File: src/hw/rtl/lr_pkg.sv
// Shared definitions for the line rasterizer: field widths, command codes,
// configuration register indexes and register reset values.
// No dependencies.
`default_nettype none

package lr_pkg;

	// Fixed widths of the ports.
	localparam int CFG_W      = 11;
	localparam int CFG_IDX_W  = 1;
	localparam int COORD_IN_W = 12;
	localparam int PIX_W      = 10;
	localparam int ADDR_W     = 20;
	localparam int COLOR_W    = 24;

	// Register reset values for the image dimensions.
	localparam int WIDTH_RESET  = 640;
	localparam int HEIGHT_RESET = 480;

	// Input beat commands.
	typedef enum logic [0:0] {
		CMD_START = 1'b0,
		CMD_TICK  = 1'b1
	} cmd_t;

	// Configuration register indexes.
	typedef enum logic [CFG_IDX_W-1:0] {
		REG_IMAGE_WIDTH  = 1'b0,
		REG_IMAGE_HEIGHT = 1'b1
	} cfg_reg_t;

endpackage

`default_nettype wire

File: src/hw/rtl/lr_setup.sv
// Line setup: clamps both endpoints into the image, picks the major axis,
// orders the endpoints along it and derives the deltas and step direction.
// Depends on lr_pkg.
`default_nettype none

module lr_setup #(
	parameter int CW = 10,
	parameter int DW = 11
) (
	input  wire logic [lr_pkg::COORD_IN_W-1:0] start_x,
	input  wire logic [lr_pkg::COORD_IN_W-1:0] start_y,
	input  wire logic [lr_pkg::COORD_IN_W-1:0] end_x,
	input  wire logic [lr_pkg::COORD_IN_W-1:0] end_y,
	input  wire logic [DW-1:0]                 width,
	input  wire logic [DW-1:0]                 height,
	output logic                               major_is_x,
	output logic [CW-1:0]                      major_start,
	output logic [CW-1:0]                      major_end,
	output logic [CW-1:0]                      minor_start,
	output logic                               minor_negative,
	output logic [CW-1:0]                      major_delta,
	output logic [CW-1:0]                      minor_delta,
	output logic                               nonzero
);

	localparam int CLW = (DW > lr_pkg::COORD_IN_W) ? DW : lr_pkg::COORD_IN_W;

	// Clamp one coordinate to 0..dim-1; dim is never zero here.
	function automatic logic [CW-1:0] clamp(input logic [lr_pkg::COORD_IN_W-1:0] v,
			input logic [DW-1:0] dim);
		logic [DW-1:0]  top;
		logic [CLW-1:0] ve;
		logic [CLW-1:0] te;
		top = dim - DW'(1);
		ve  = CLW'(v);
		te  = CLW'(top);
		return (ve > te) ? te[CW-1:0] : ve[CW-1:0];
	endfunction

	function automatic logic [CW-1:0] abs_diff(input logic [CW-1:0] a, input logic [CW-1:0] b);
		return (a > b) ? (a - b) : (b - a);
	endfunction

	logic [CW-1:0] x1, y1, x2, y2;
	logic [CW-1:0] adx, ady;
	logic [CW-1:0] maj1, maj2, min1, min2;
	logic          swap;

	// Clamp and measure.
	always_comb begin
		x1  = clamp(start_x, width);
		y1  = clamp(start_y, height);
		x2  = clamp(end_x, width);
		y2  = clamp(end_y, height);
		adx = abs_diff(x1, x2);
		ady = abs_diff(y1, y2);
		major_is_x = (ady < adx);
	end

	// Pick the axes, then order the endpoints so the major coordinate rises.
	always_comb begin
		maj1 = major_is_x ? x1 : y1;
		maj2 = major_is_x ? x2 : y2;
		min1 = major_is_x ? y1 : x1;
		min2 = major_is_x ? y2 : x2;
		swap = (maj1 > maj2);
		major_start    = swap ? maj2 : maj1;
		major_end      = swap ? maj1 : maj2;
		minor_start    = swap ? min2 : min1;
		minor_negative = swap ? (min1 < min2) : (min2 < min1);
		major_delta    = abs_diff(maj1, maj2);
		minor_delta    = abs_diff(min1, min2);
		nonzero        = (maj1 != maj2);
	end

endmodule

`default_nettype wire

File: src/hw/rtl/line_rasterizer.sv
// Bresenham line rasterizer: a start beat sets up a line, each tick beat
// on an active line emits one pixel write via the input and output registers;
// one beat is accepted every cycle unless in_stall holds it off, and the output
// register lets the next beat enter while a pixel waits to be taken.
// Reset clears the line and output state and loads 640 by 480 dimensions.
// Depends on lr_pkg and lr_setup.
`default_nettype none

module line_rasterizer #(
	parameter int MAX_DIMENSION = 1024,
	parameter int COLOR_BITS    = 24
) (
	input  wire logic                              clk,
	input  wire logic                              arst_n,
	// Configuration write port.
	input  wire logic                              cfg_we,
	input  wire logic [lr_pkg::CFG_IDX_W-1:0]      cfg_index,
	input  wire logic [lr_pkg::CFG_W-1:0]          cfg_wdata,
	// Command channel.
	input  wire logic                              in_valid,
	output logic                                   in_stall,
	input  wire logic                              command,
	input  wire logic [lr_pkg::COORD_IN_W-1:0]     start_x,
	input  wire logic [lr_pkg::COORD_IN_W-1:0]     start_y,
	input  wire logic [lr_pkg::COORD_IN_W-1:0]     end_x,
	input  wire logic [lr_pkg::COORD_IN_W-1:0]     end_y,
	input  wire logic [lr_pkg::COLOR_W-1:0]        line_color,
	// Pixel channel.
	output logic                                   out_valid,
	input  wire logic                              out_stall,
	output logic [lr_pkg::PIX_W-1:0]               pixel_x,
	output logic [lr_pkg::PIX_W-1:0]               pixel_y,
	output logic [lr_pkg::ADDR_W-1:0]              pixel_address,
	output logic [lr_pkg::COLOR_W-1:0]             pixel_color,
	output logic                                   last_pixel
);

	localparam int CW    = $clog2(MAX_DIMENSION);
	localparam int DW    = CW + 1;
	localparam int EW    = CW + 3;
	localparam int HW    = (COLOR_BITS < lr_pkg::COLOR_W) ? COLOR_BITS : lr_pkg::COLOR_W;
	localparam int EXT_W = ((DW > lr_pkg::CFG_W) ? DW : lr_pkg::CFG_W) + 1;
	localparam int PW    = CW + DW + 1;
	localparam logic [DW-1:0] MAX_D = DW'(MAX_DIMENSION);
	localparam logic [DW-1:0] RST_WIDTH =
		DW'((lr_pkg::WIDTH_RESET > MAX_DIMENSION) ? MAX_DIMENSION : lr_pkg::WIDTH_RESET);
	localparam logic [DW-1:0] RST_HEIGHT =
		DW'((lr_pkg::HEIGHT_RESET > MAX_DIMENSION) ? MAX_DIMENSION : lr_pkg::HEIGHT_RESET);

	// A dimension of zero acts as one, any value above the maximum as the maximum.
	function automatic logic [DW-1:0] eff_dim(input logic [lr_pkg::CFG_W-1:0] v);
		logic [EXT_W-1:0] ve;
		logic [EXT_W-1:0] me;
		ve = EXT_W'(v);
		me = EXT_W'(MAX_DIMENSION);
		if (v == '0) return DW'(1);
		else if (ve > me) return MAX_D;
		else return ve[DW-1:0];
	endfunction

	// Effective dimensions, stored already limited.
	logic [DW-1:0] width_q, height_q;

	always_ff @(posedge clk or negedge arst_n) begin
		if (!arst_n) begin
			width_q  <= RST_WIDTH;
			height_q <= RST_HEIGHT;
		end else if (cfg_we) begin
			case (lr_pkg::cfg_reg_t'(cfg_index))
				lr_pkg::REG_IMAGE_WIDTH:  width_q  <= eff_dim(cfg_wdata);
				lr_pkg::REG_IMAGE_HEIGHT: height_q <= eff_dim(cfg_wdata);
				default: ;
			endcase
		end
	end

	// Input register stage.
	logic                          valid_s1;
	lr_pkg::cmd_t                  cmd_s1;
	logic [lr_pkg::COORD_IN_W-1:0] sx_s1, sy_s1, ex_s1, ey_s1;
	logic [lr_pkg::COLOR_W-1:0]    color_s1;

	// Line state.
	logic          active_q;
	logic          major_is_x_q;
	logic [CW-1:0] major_pos_q, major_end_q, minor_pos_q;
	logic          minor_neg_q;
	logic [CW-1:0] major_delta_q, minor_delta_q;
	logic signed [EW-1:0] error_q;
	logic [HW-1:0] color_q;

	// Output register.
	logic                       out_valid_q;
	logic [lr_pkg::PIX_W-1:0]   pixel_x_q, pixel_y_q;
	logic [lr_pkg::ADDR_W-1:0]  pixel_address_q;
	logic [lr_pkg::COLOR_W-1:0] pixel_color_q;
	logic                       last_pixel_q;

	// Flow control: the staged beat moves on unless it makes a pixel that
	// has nowhere to go.
	logic yields, out_free, advance, in_accept;

	always_comb begin
		yields    = (cmd_s1 == lr_pkg::CMD_TICK) && active_q;
		out_free  = !out_valid_q || !out_stall;
		advance   = valid_s1 && (!yields || out_free);
		in_stall  = valid_s1 && !advance;
		in_accept = in_valid && !in_stall;
	end

	always_ff @(posedge clk or negedge arst_n) begin
		if (!arst_n) begin
			valid_s1 <= 1'b0;
		end else begin
			valid_s1 <= in_accept || (valid_s1 && !advance);
		end
	end

	always_ff @(posedge clk) begin
		if (in_accept) begin
			cmd_s1   <= lr_pkg::cmd_t'(command);
			sx_s1    <= start_x;
			sy_s1    <= start_y;
			ex_s1    <= end_x;
			ey_s1    <= end_y;
			color_s1 <= line_color;
		end
	end

	// Setup of a new line from the staged endpoints.
	logic          su_major_is_x, su_minor_neg, su_nonzero;
	logic [CW-1:0] su_major_start, su_major_end, su_minor_start;
	logic [CW-1:0] su_major_delta, su_minor_delta;

	lr_setup #(
		.CW(CW),
		.DW(DW)
	) u_setup (
		.start_x       (sx_s1),
		.start_y       (sy_s1),
		.end_x         (ex_s1),
		.end_y         (ey_s1),
		.width         (width_q),
		.height        (height_q),
		.major_is_x    (su_major_is_x),
		.major_start   (su_major_start),
		.major_end     (su_major_end),
		.minor_start   (su_minor_start),
		.minor_negative(su_minor_neg),
		.major_delta   (su_major_delta),
		.minor_delta   (su_minor_delta),
		.nonzero       (su_nonzero)
	);

	// One Bresenham step and the pixel it writes.
	logic                 step;
	logic signed [EW-1:0] major_delta_e, error_stepped, error_next;
	logic [CW-1:0]        minor_next, major_next, px, py;
	logic [PW-1:0]        addr_full;
	logic                 last;
	logic [CW+lr_pkg::PIX_W-1:0]        px_ext, py_ext;
	logic [PW+lr_pkg::ADDR_W-1:0]       addr_ext;
	logic [HW+lr_pkg::COLOR_W-1:0]      color_ext;

	always_comb begin
		major_delta_e = $signed({3'b000, major_delta_q});
		step          = (error_q > major_delta_e);
		if (!step) minor_next = minor_pos_q;
		else if (minor_neg_q) minor_next = minor_pos_q - CW'(1);
		else minor_next = minor_pos_q + CW'(1);
		error_stepped = step ? (error_q - $signed({2'b00, major_delta_q, 1'b0})) : error_q;
		error_next    = error_stepped + $signed({2'b00, minor_delta_q, 1'b0});
		px            = major_is_x_q ? major_pos_q : minor_next;
		py            = major_is_x_q ? minor_next : major_pos_q;
		addr_full     = (PW'(py) * PW'(width_q)) + PW'(px);
		major_next    = major_pos_q + CW'(1);
		last          = (major_next >= major_end_q);
		px_ext        = {{lr_pkg::PIX_W{1'b0}}, px};
		py_ext        = {{lr_pkg::PIX_W{1'b0}}, py};
		addr_ext      = {{lr_pkg::ADDR_W{1'b0}}, addr_full};
		color_ext     = {{lr_pkg::COLOR_W{1'b0}}, color_q};
	end

	// Line state update.
	always_ff @(posedge clk or negedge arst_n) begin
		if (!arst_n) begin
			active_q <= 1'b0;
		end else if (advance) begin
			if (cmd_s1 == lr_pkg::CMD_START) begin
				active_q <= su_nonzero;
			end else if (active_q && last) begin
				active_q <= 1'b0;
			end
		end
	end

	always_ff @(posedge clk) begin
		if (advance) begin
			if (cmd_s1 == lr_pkg::CMD_START) begin
				major_is_x_q  <= su_major_is_x;
				major_pos_q   <= su_major_start;
				major_end_q   <= su_major_end;
				minor_pos_q   <= su_minor_start;
				minor_neg_q   <= su_minor_neg;
				major_delta_q <= su_major_delta;
				minor_delta_q <= su_minor_delta;
				error_q       <= '0;
				color_q       <= color_s1[HW-1:0];
			end else if (active_q) begin
				major_pos_q <= major_next;
				minor_pos_q <= minor_next;
				error_q     <= error_next;
			end
		end
	end

	// Output register: holds a pixel until the consumer takes it.
	always_ff @(posedge clk or negedge arst_n) begin
		if (!arst_n) begin
			out_valid_q <= 1'b0;
		end else if (advance && yields) begin
			out_valid_q <= 1'b1;
		end else if (!out_stall) begin
			out_valid_q <= 1'b0;
		end
	end

	always_ff @(posedge clk) begin
		if (advance && yields) begin
			pixel_x_q       <= px_ext[lr_pkg::PIX_W-1:0];
			pixel_y_q       <= py_ext[lr_pkg::PIX_W-1:0];
			pixel_address_q <= addr_ext[lr_pkg::ADDR_W-1:0];
			pixel_color_q   <= color_ext[lr_pkg::COLOR_W-1:0];
			last_pixel_q    <= last;
		end
	end

	assign out_valid     = out_valid_q;
	assign pixel_x       = pixel_x_q;
	assign pixel_y       = pixel_y_q;
	assign pixel_address = pixel_address_q;
	assign pixel_color   = pixel_color_q;
	assign last_pixel    = last_pixel_q;

endmodule

`default_nettype wire

File: config.mk
export PLATFORM = sky130hd
export DESIGN_NAME = line_rasterizer
export DESIGN_NICKNAME = d
export VERILOG_FILES = /design/src/hw/rtl/lr_pkg.sv /design/src/hw/rtl/lr_setup.sv /design/src/hw/rtl/line_rasterizer.sv
export SDC_FILE = /design/constraint.sdc
export NUM_CORES = 1
export LEC_CHECK = 0
export BUFFER_PORTS_ARGS = -buffer_cell sky130_fd_sc_hd__buf_2
export CELL_PAD_IN_SITES_DETAIL_PLACEMENT = 1
export CELL_PAD_IN_SITES_GLOBAL_PLACEMENT = 2
export CORE_MARGIN = 2
export CORE_UTILIZATION = 36
export CTS_CLUSTER_DIAMETER = 120
export DETAILED_ROUTE_END_ITERATION = 6
export PLACE_DENSITY = 0.84
export SYNTH_ARGS = -nofsm -noshare
export SYNTH_HDL_FRONTEND = slang
export SYNTH_HIERARCHICAL = 1
export SYNTH_SLANG_ARGS = --single-unit
File: constraint.sdc
create_clock -name clk -period 12.15 [get_ports clk]
set_clock_uncertainty 0.2 [all_clocks]
set_input_delay 3.0375 -clock clk [delete_from_list [all_inputs] [get_ports clk]]
set_output_delay 3.0375 -clock clk [all_outputs]
set_load 0.005 [all_outputs]
-- Yosys cells after proc, flatten, opt, wreduce, memory -nomap -nowiden
Cells that the tools add are included.
- bits of input ports: 90
- flip-flop bits (word level): 252
- word-level logic and storage cells: 114
- reduce and logical (&&, ||, !) cells: 20
- add/subtract/negate cells: 16
- equality and inequality tests: 4
- bitwise operators: 2
- magnitude comparators: 14
- multiplexer cells: 32
- multiply operators: 1
- operator list (cell ; count):
    2-to-1 mux 10 bit ; 23
    subtractor 10 bit ; 8
    > comparator 12 x 11 -> 1 bit ; 4
    > comparator 10 bit ; 4
    less-than comparator 10 bit ; 3
    2-to-1 mux 13 bit ; 2
    2-to-1 mux 11 bit ; 2
    subtractor 11 x 1 -> 11 bit (second input constant) ; 2
    adder 10 x 1 -> 10 bit (second input constant) ; 2
    adder 20 x 10 -> 20 bit ; 1
    multiplier 10 x 11 -> 20 bit ; 1
    adder 13 x 12 -> 13 bit ; 1
    > comparator 13 x 11 -> 1 bit ; 1
    subtractor 13 x 12 -> 13 bit ; 1
    > comparator 11 bit (second input constant) ; 1
    logical NOT 11 bit ; 1
    greater-or-equal comparator 10 bit ; 1
    != test 10 bit ; 1
    AND reduction 2 bit ; 5
    subtractor 10 x 1 -> 10 bit (second input constant) ; 1
    logical AND 1 bit ; 6
    != test 2 x 1 -> 1 bit (second input constant) ; 3
    logical NOT 1 bit ; 5
    2-to-1 mux 1 bit ; 5
    other kinds (2) ; 5

-- Logic depth before layout (Yosys ltp)
- word-level depth: 10
- gate-level depth with buffers: 59

-- Modules after synthesis
The synthesis kept the hierarchy.
- by module, submodules not included (module ; area each (um2) ; cells an instance ; instances):
    line_rasterizer ; 14213.6 ; 1142 ; 1
    lr_setup ; 6661.4 ; 940 ; 1

-- Worst setup path after synthesis
Ideal clock, no wire load.
- path kind: reg2reg
- from: register width_q[0]
- to: register minor_pos_q[2], data pin
- stages on the path, launching flop included: 53
- setup slack: 0.676 ns
- data arrival time: 11.014 ns
- setup time: 0.260 ns
- clock period less this slack: 11.474 ns
- required time: 11.690 ns
- path through: dfrtp_1 -> inv_1 -> ha_1 -> nor3b_1 -> nor3b_1 -> xnor2_1 -> ha_1 -> nand2_1 -> o21ai_0 -> nand2_1 -> a32o_2 -> a21oi_2 -> clkbuf_1 -> a21oi_1 -> inv_1 -> ha_1 -> inv_1 -> fa_1 -> [17 not listed] -> inv_1 -> clkbuf_1 -> clkbuf_1 -> buf_1 -> clkbuf_1 -> nor2_1 -> a21oi_1 -> ha_1 -> ha_1 -> or3_1 -> a31oi_1 -> o21bai_1 -> a221o_2 -> and2_1 -> clkbuf_1 -> buf_2 -> mux2_1 -> mux2_2
- longest elaborated chain between the ends: 10
- elaborated cells on any way between the ends: 17
- RTL lines (item ; line ; text):
    start: declaration ; line_rasterizer.sv:62 ; logic [DW-1:0] width_q, height_q;
    start signal: assignment ; line_rasterizer.sv:70 ; lr_pkg::REG_IMAGE_WIDTH: width_q <= eff_dim(cfg_wdata);
    subtractor 11 x 1 -> 11 bit * ; lr_setup.sv:34 ; top = dim - DW'(1);
    > comparator 12 x 11 -> 1 bit ; lr_setup.sv:37 ; return (ve > te) ? te[CW-1:0] : ve[CW-1:0];
    2-to-1 mux 10 bit ; lr_setup.sv:37 ;
    subtractor 10 bit / > comparator 10 bit (equally long branches) ; lr_setup.sv:41 ; return (a > b) ? (a - b) : (b - a);
    2-to-1 mux 10 bit * ; lr_setup.sv:41 ;
    less-than comparator 10 bit * ; lr_setup.sv:57 ; major_is_x = (ady < adx);
    named net su_major_is_x ; line_rasterizer.sv:131 ; logic su_major_is_x, su_minor_neg, su_nonzero;
    2-to-1 mux 10 bit, on equally long branches ; lr_setup.sv:62, lr_setup.sv:63 ;
    > comparator 10 bit ; lr_setup.sv:66 ; swap = (maj1 > maj2);
    2-to-1 mux 10 bit * ; lr_setup.sv:69 ; minor_start = swap ? min2 : min1;
    named net su_minor_start[2] ; line_rasterizer.sv:132 ; logic [CW-1:0] su_major_start, su_major_end, su_minor_start;
    2-to-1 mux 10 bit * ; line_rasterizer.sv:199 ; if (cmd_s1 == lr_pkg::CMD_START) begin
    end signal: assignment ; line_rasterizer.sv:203 ; minor_pos_q <= su_minor_start;
    end signal: assignment ; line_rasterizer.sv:211 ; minor_pos_q <= minor_next;
    end: declaration ; line_rasterizer.sv:86 ; logic [CW-1:0] major_pos_q, major_end_q, minor_pos_q;
The timed path passes the listed nets; every way through them passes the cells marked *.
A chain may end at the register's enable or synchronous reset.

-- Final worst setup path
- from: register width_q[0]
- to: register minor_delta_q[9], data pin
- longest elaborated chain between the ends: 9
- elaborated cells on any way between the ends: 16
- RTL lines (item ; line ; text):
    subtractor 11 x 1 -> 11 bit * ; lr_setup.sv:34 ;
    > comparator 12 x 11 -> 1 bit ; lr_setup.sv:37 ;
    2-to-1 mux 10 bit ; lr_setup.sv:37 ;
    subtractor 10 bit / > comparator 10 bit (equally long branches) ; lr_setup.sv:41 ;
    2-to-1 mux 10 bit * ; lr_setup.sv:41 ;
    less-than comparator 10 bit * ; lr_setup.sv:57 ;
    named net su_major_is_x ; line_rasterizer.sv:131 ;
    2-to-1 mux 10 bit, on equally long branches ; lr_setup.sv:65, lr_setup.sv:64 ;
    subtractor 10 bit / > comparator 10 bit (equally long branches) ; lr_setup.sv:41 ;
    2-to-1 mux 10 bit * ; lr_setup.sv:41 ;
    named net su_minor_delta[9] ; line_rasterizer.sv:133 ; logic [CW-1:0] su_major_delta, su_minor_delta;
    end signal: assignment ; line_rasterizer.sv:206 ; minor_delta_q <= su_minor_delta;
    end: declaration ; line_rasterizer.sv:88 ; logic [CW-1:0] major_delta_q, minor_delta_q;
Marks and branches as above.

==> impl_metrics.csv <==
group,metric,value,unit
outcome,run_status,"completed",
sta,rsz0062_at_grt,"false",
clocking,cts_sinks,251,
place,portBuffers,156,
synthesis,synth_warnings,6,
clocking,cts_tree,"built",
place,post-dp-hpwl,48600,um
sta,drv_slew,0,
synthesis,synthTopCellsByCount,"inv_1, edfxtp_1, ha_1, nand2_1, nor2_1",
worst_hold_path,min_path_type,"flip-flop to flip-flop",
global_route,grtUsageMet3,0.0222,
sta,worst_slew_pin_slew,1040,ps
worst_setup_path,crit_top_cell,"ha_1",
global_route,overflow,0,
global_route,grt_pass1_vias,17000,
synthesis,synth-edff-count,226,
synthesis,yosysUniqueCellTypes,100,
worst_hold_path,hold_end,"pixel_color[22]",
synthesis,synth_adder_area_share,0.212,
clocking,cts_buffers,30,
flow_run,maxCapViolations,0,
clocking,clock-root-buffer,"clkbuf_16",
worst_hold_path,holdPathStages,0,
sta,min_period_over_period,0.929,
floorplanning,num_rows,88,
synthesis,synth.avg_cell_area,10.0,um2
worst_setup_path,crit_path_max_fanout,31,
cells_and_area,drive_gt1_frac,0.155,
floorplanning,die_x,245,um
clocking,clock_latency,590,ps
worst_setup_path,cpMaxStageDelayCell,"a21oi_2",
worst_setup_path,ff2ff_path_depth,48,
synthesis,yosys-top-cells-area,"edfxtp_1, ha_1, fa_1",
place,place_congestion,0.921,
cells_and_area,fin_nets,2634,
synthesis,synth_xor_xnor_area_share,0.0509,
cells_and_area,antenna_cells,0,
sta,slew_headroom,0.305,
synthesis,netlist_area,20900,um2
route,wl,60700,um
worst_setup_path,cp-end-kind,"flip-flop",
clocking,clock_path_buffers,3,
floorplanning,initial_core_util,0.363,
global_route,use_met1,0.252,
sta,fmax,88.6,MHz
synthesis,syn-instance-count,2082,
route,via_count,15900,
synthesis,ys_ff_latch,251,
clocking,ctsHoldBuffers,0,
worst_setup_path,required,12260,ps
route,ant_nets,0,
clocking,cts_resized,0,
worst_setup_path,r2r_start,"width_q[0]",
synthesis,synthMuxAreaShare,0.0484,
synthesis,synth_top_area_share,0.325,
worst_setup_path,rrSetupSlack,860,ps
global_route,grtUsageMet2,0.364,
route,firstDrtPassIters,5,
global_route,grt_pass1_wl,94900,um
worst_setup_path,max_stage_delay,660,ps
worst_setup_path,worstPathArrival,11400,ps
clocking,clk_pin_slew_worst_paths,60,ps
worst_setup_path,r2r_end,"minor_delta_q[9]",
synthesis,async_reset_ff_frac,0.0996,
global_route,grt_antenna_before_repair,0,
synthesis,yosysSeqAreaShare,0.355,
synthesis,ys.flop_type,"edfxtp_1",
synthesis,synth_top_family_by_area,"adder cells",
worst_setup_path,critPathKind,"flip-flop to flip-flop",
floorplanning,io_pins,157,
cells_and_area,area_growth,13.7,%
floorplanning,dieArea,59900,um2
route,wl_per_cell,20.0,um
synthesis,synth_most_common_cell,"inv_1",
floorplanning,die_h,245,um
worst_hold_path,hold_start,"color_q[22]",
synthesis,yosys.area_share.simple,0.124,
synthesis,syn-num-nets,2472,
global_route,gr-usage-all-layers,0.202,
synthesis,synth-compound-area-share,0.147,
route,drtIter0Drc,854,
global_route,top_usage_layer,"met2",
global_route,grt_max_degree,58,
synthesis,yosysTopAreaCell,"edfxtp_1",
clocking,cts_setup_buffers,0,
route,via_per_inst,5.25,
sta,fin_setup_tns,0,ps
sta,finalCriticalPeriod,11290,ps
floorplanning,fp.coreArea,57500,um2
worst_setup_path,critPathLaunchType,"flip-flop",
sta,finalSetupViolations,0,
clocking,htree_levels,1,
route,drc,0,
sta,hold_viol,0,
## metal layers
layer  vias up  wire [um]
li1       7622          -
met1      7900      26300
met2       311      30600
met3        76       2230
met4         0       1540
met5         -          0
## worst max path at each step
stage,to,from
floorplan,minor_pos_q[2],width_q[0]
global placement,minor_delta_q[8],width_q[0]
detailed placement,major_pos_q[3],width_q[0]
CTS,minor_delta_q[9],width_q[0]
global route,major_pos_q[3],width_q[0]
finish,minor_delta_q[9],width_q[0]
## cell families (layout without fill, tap and decap cells)
group | Yosys count | in the layout
adder cells (fa/ha/maj) | 303 | 303
flip-flops | 251 | 251
multiplexers | 92 | 92
AND/OR/NAND/NOR | 535 | 535
XOR/XNOR | 115 | 115
AO/OA/AOI/OAI | 455 | 455
buffers and inverters | 331 | 516
## final cells by class
type / count / area [um2]
Fill cell: 6562 / 33700
Multi-Input combinational cell: 1500 / 12200
Sequential cell: 251 / 7420
Timing Repair Buffer: 192 / 1050
Inverter: 269 / 1010
Tap cell: 765 / 957
Clock buffer: 38 / 873
Clock inverter: 17 / 224
## cell usage in the layout, fill, tap and decap left out, types with 11 or more instances in the layout
cell type / synthesis / routed
a211oi_1: 16 / 16
a21o_1: 43 / 43
a21oi_1: 140 / 138
a31oi_1: 13 / 13
and2_1: 40 / 38
and3_1: 15 / 15
buf_2: 20 / 156
buf_4: 0 / 36
clkbuf_16: 0 / 32
dfrtp_1: 19 / 19
edfxtp_1: 226 / 226
fa_1: 86 / 86
ha_1: 214 / 214
inv_1: 261 / 261
mux2_2: 29 / 29
mux2i_1: 53 / 53
nand2_1: 161 / 161
nand2b_1: 27 / 27
nand3_1: 28 / 28
nand4_1: 13 / 13
nor2_1: 159 / 158
nor2b_1: 23 / 22
nor3_1: 21 / 21
nor4_1: 11 / 11
o21a_1: 17 / 17
o21ai_0: 78 / 78
o21ai_1: 19 / 19
o21bai_1: 16 / 16
xnor2_1: 72 / 72
xor2_1: 39 / 39
## through the flow
step                      hold WS, ps  utilization  setup slack (ps)  std cells  cell area [um2]
final                             214        0.413               857       3032            23700
after global routing              223        0.413             0.272       3032            23700
after CTS                         212        0.413               891       3032            23700
after detailed placement          206        0.394               960       2977            22600
after global placement            200        0.394              1200       2977            22600
after floorplan                   200            -               676       2082            20900
## worst max-delay path, delay by kind of cell, from the launching register on
family,cells,cell delay [ps]
compound gates,25,5510
xor+xnor,3,570
fa+ha+maj,6,1760
buf+inv,6,870
flops,1,380
mux,1,400
simple gates,7,1250
## sequential cells by signal (all words and copies together) (netlist names), 11 cells and up
| name | count |
|---|---|
| pixel_address | 20 |
| error_q | 12 |
| sx_s1 | 12 |
| pixel_color | 24 |
| ex_s1 | 12 |
| color_q | 24 |
| color_s1 | 24 |
| height_q | 11 |
| sy_s1 | 12 |
| width_q | 11 |
| ey_s1 | 12 |
Power is not shown: default switching activity piles up to over one toggle a cycle in this logic, so the estimate is an artifact.
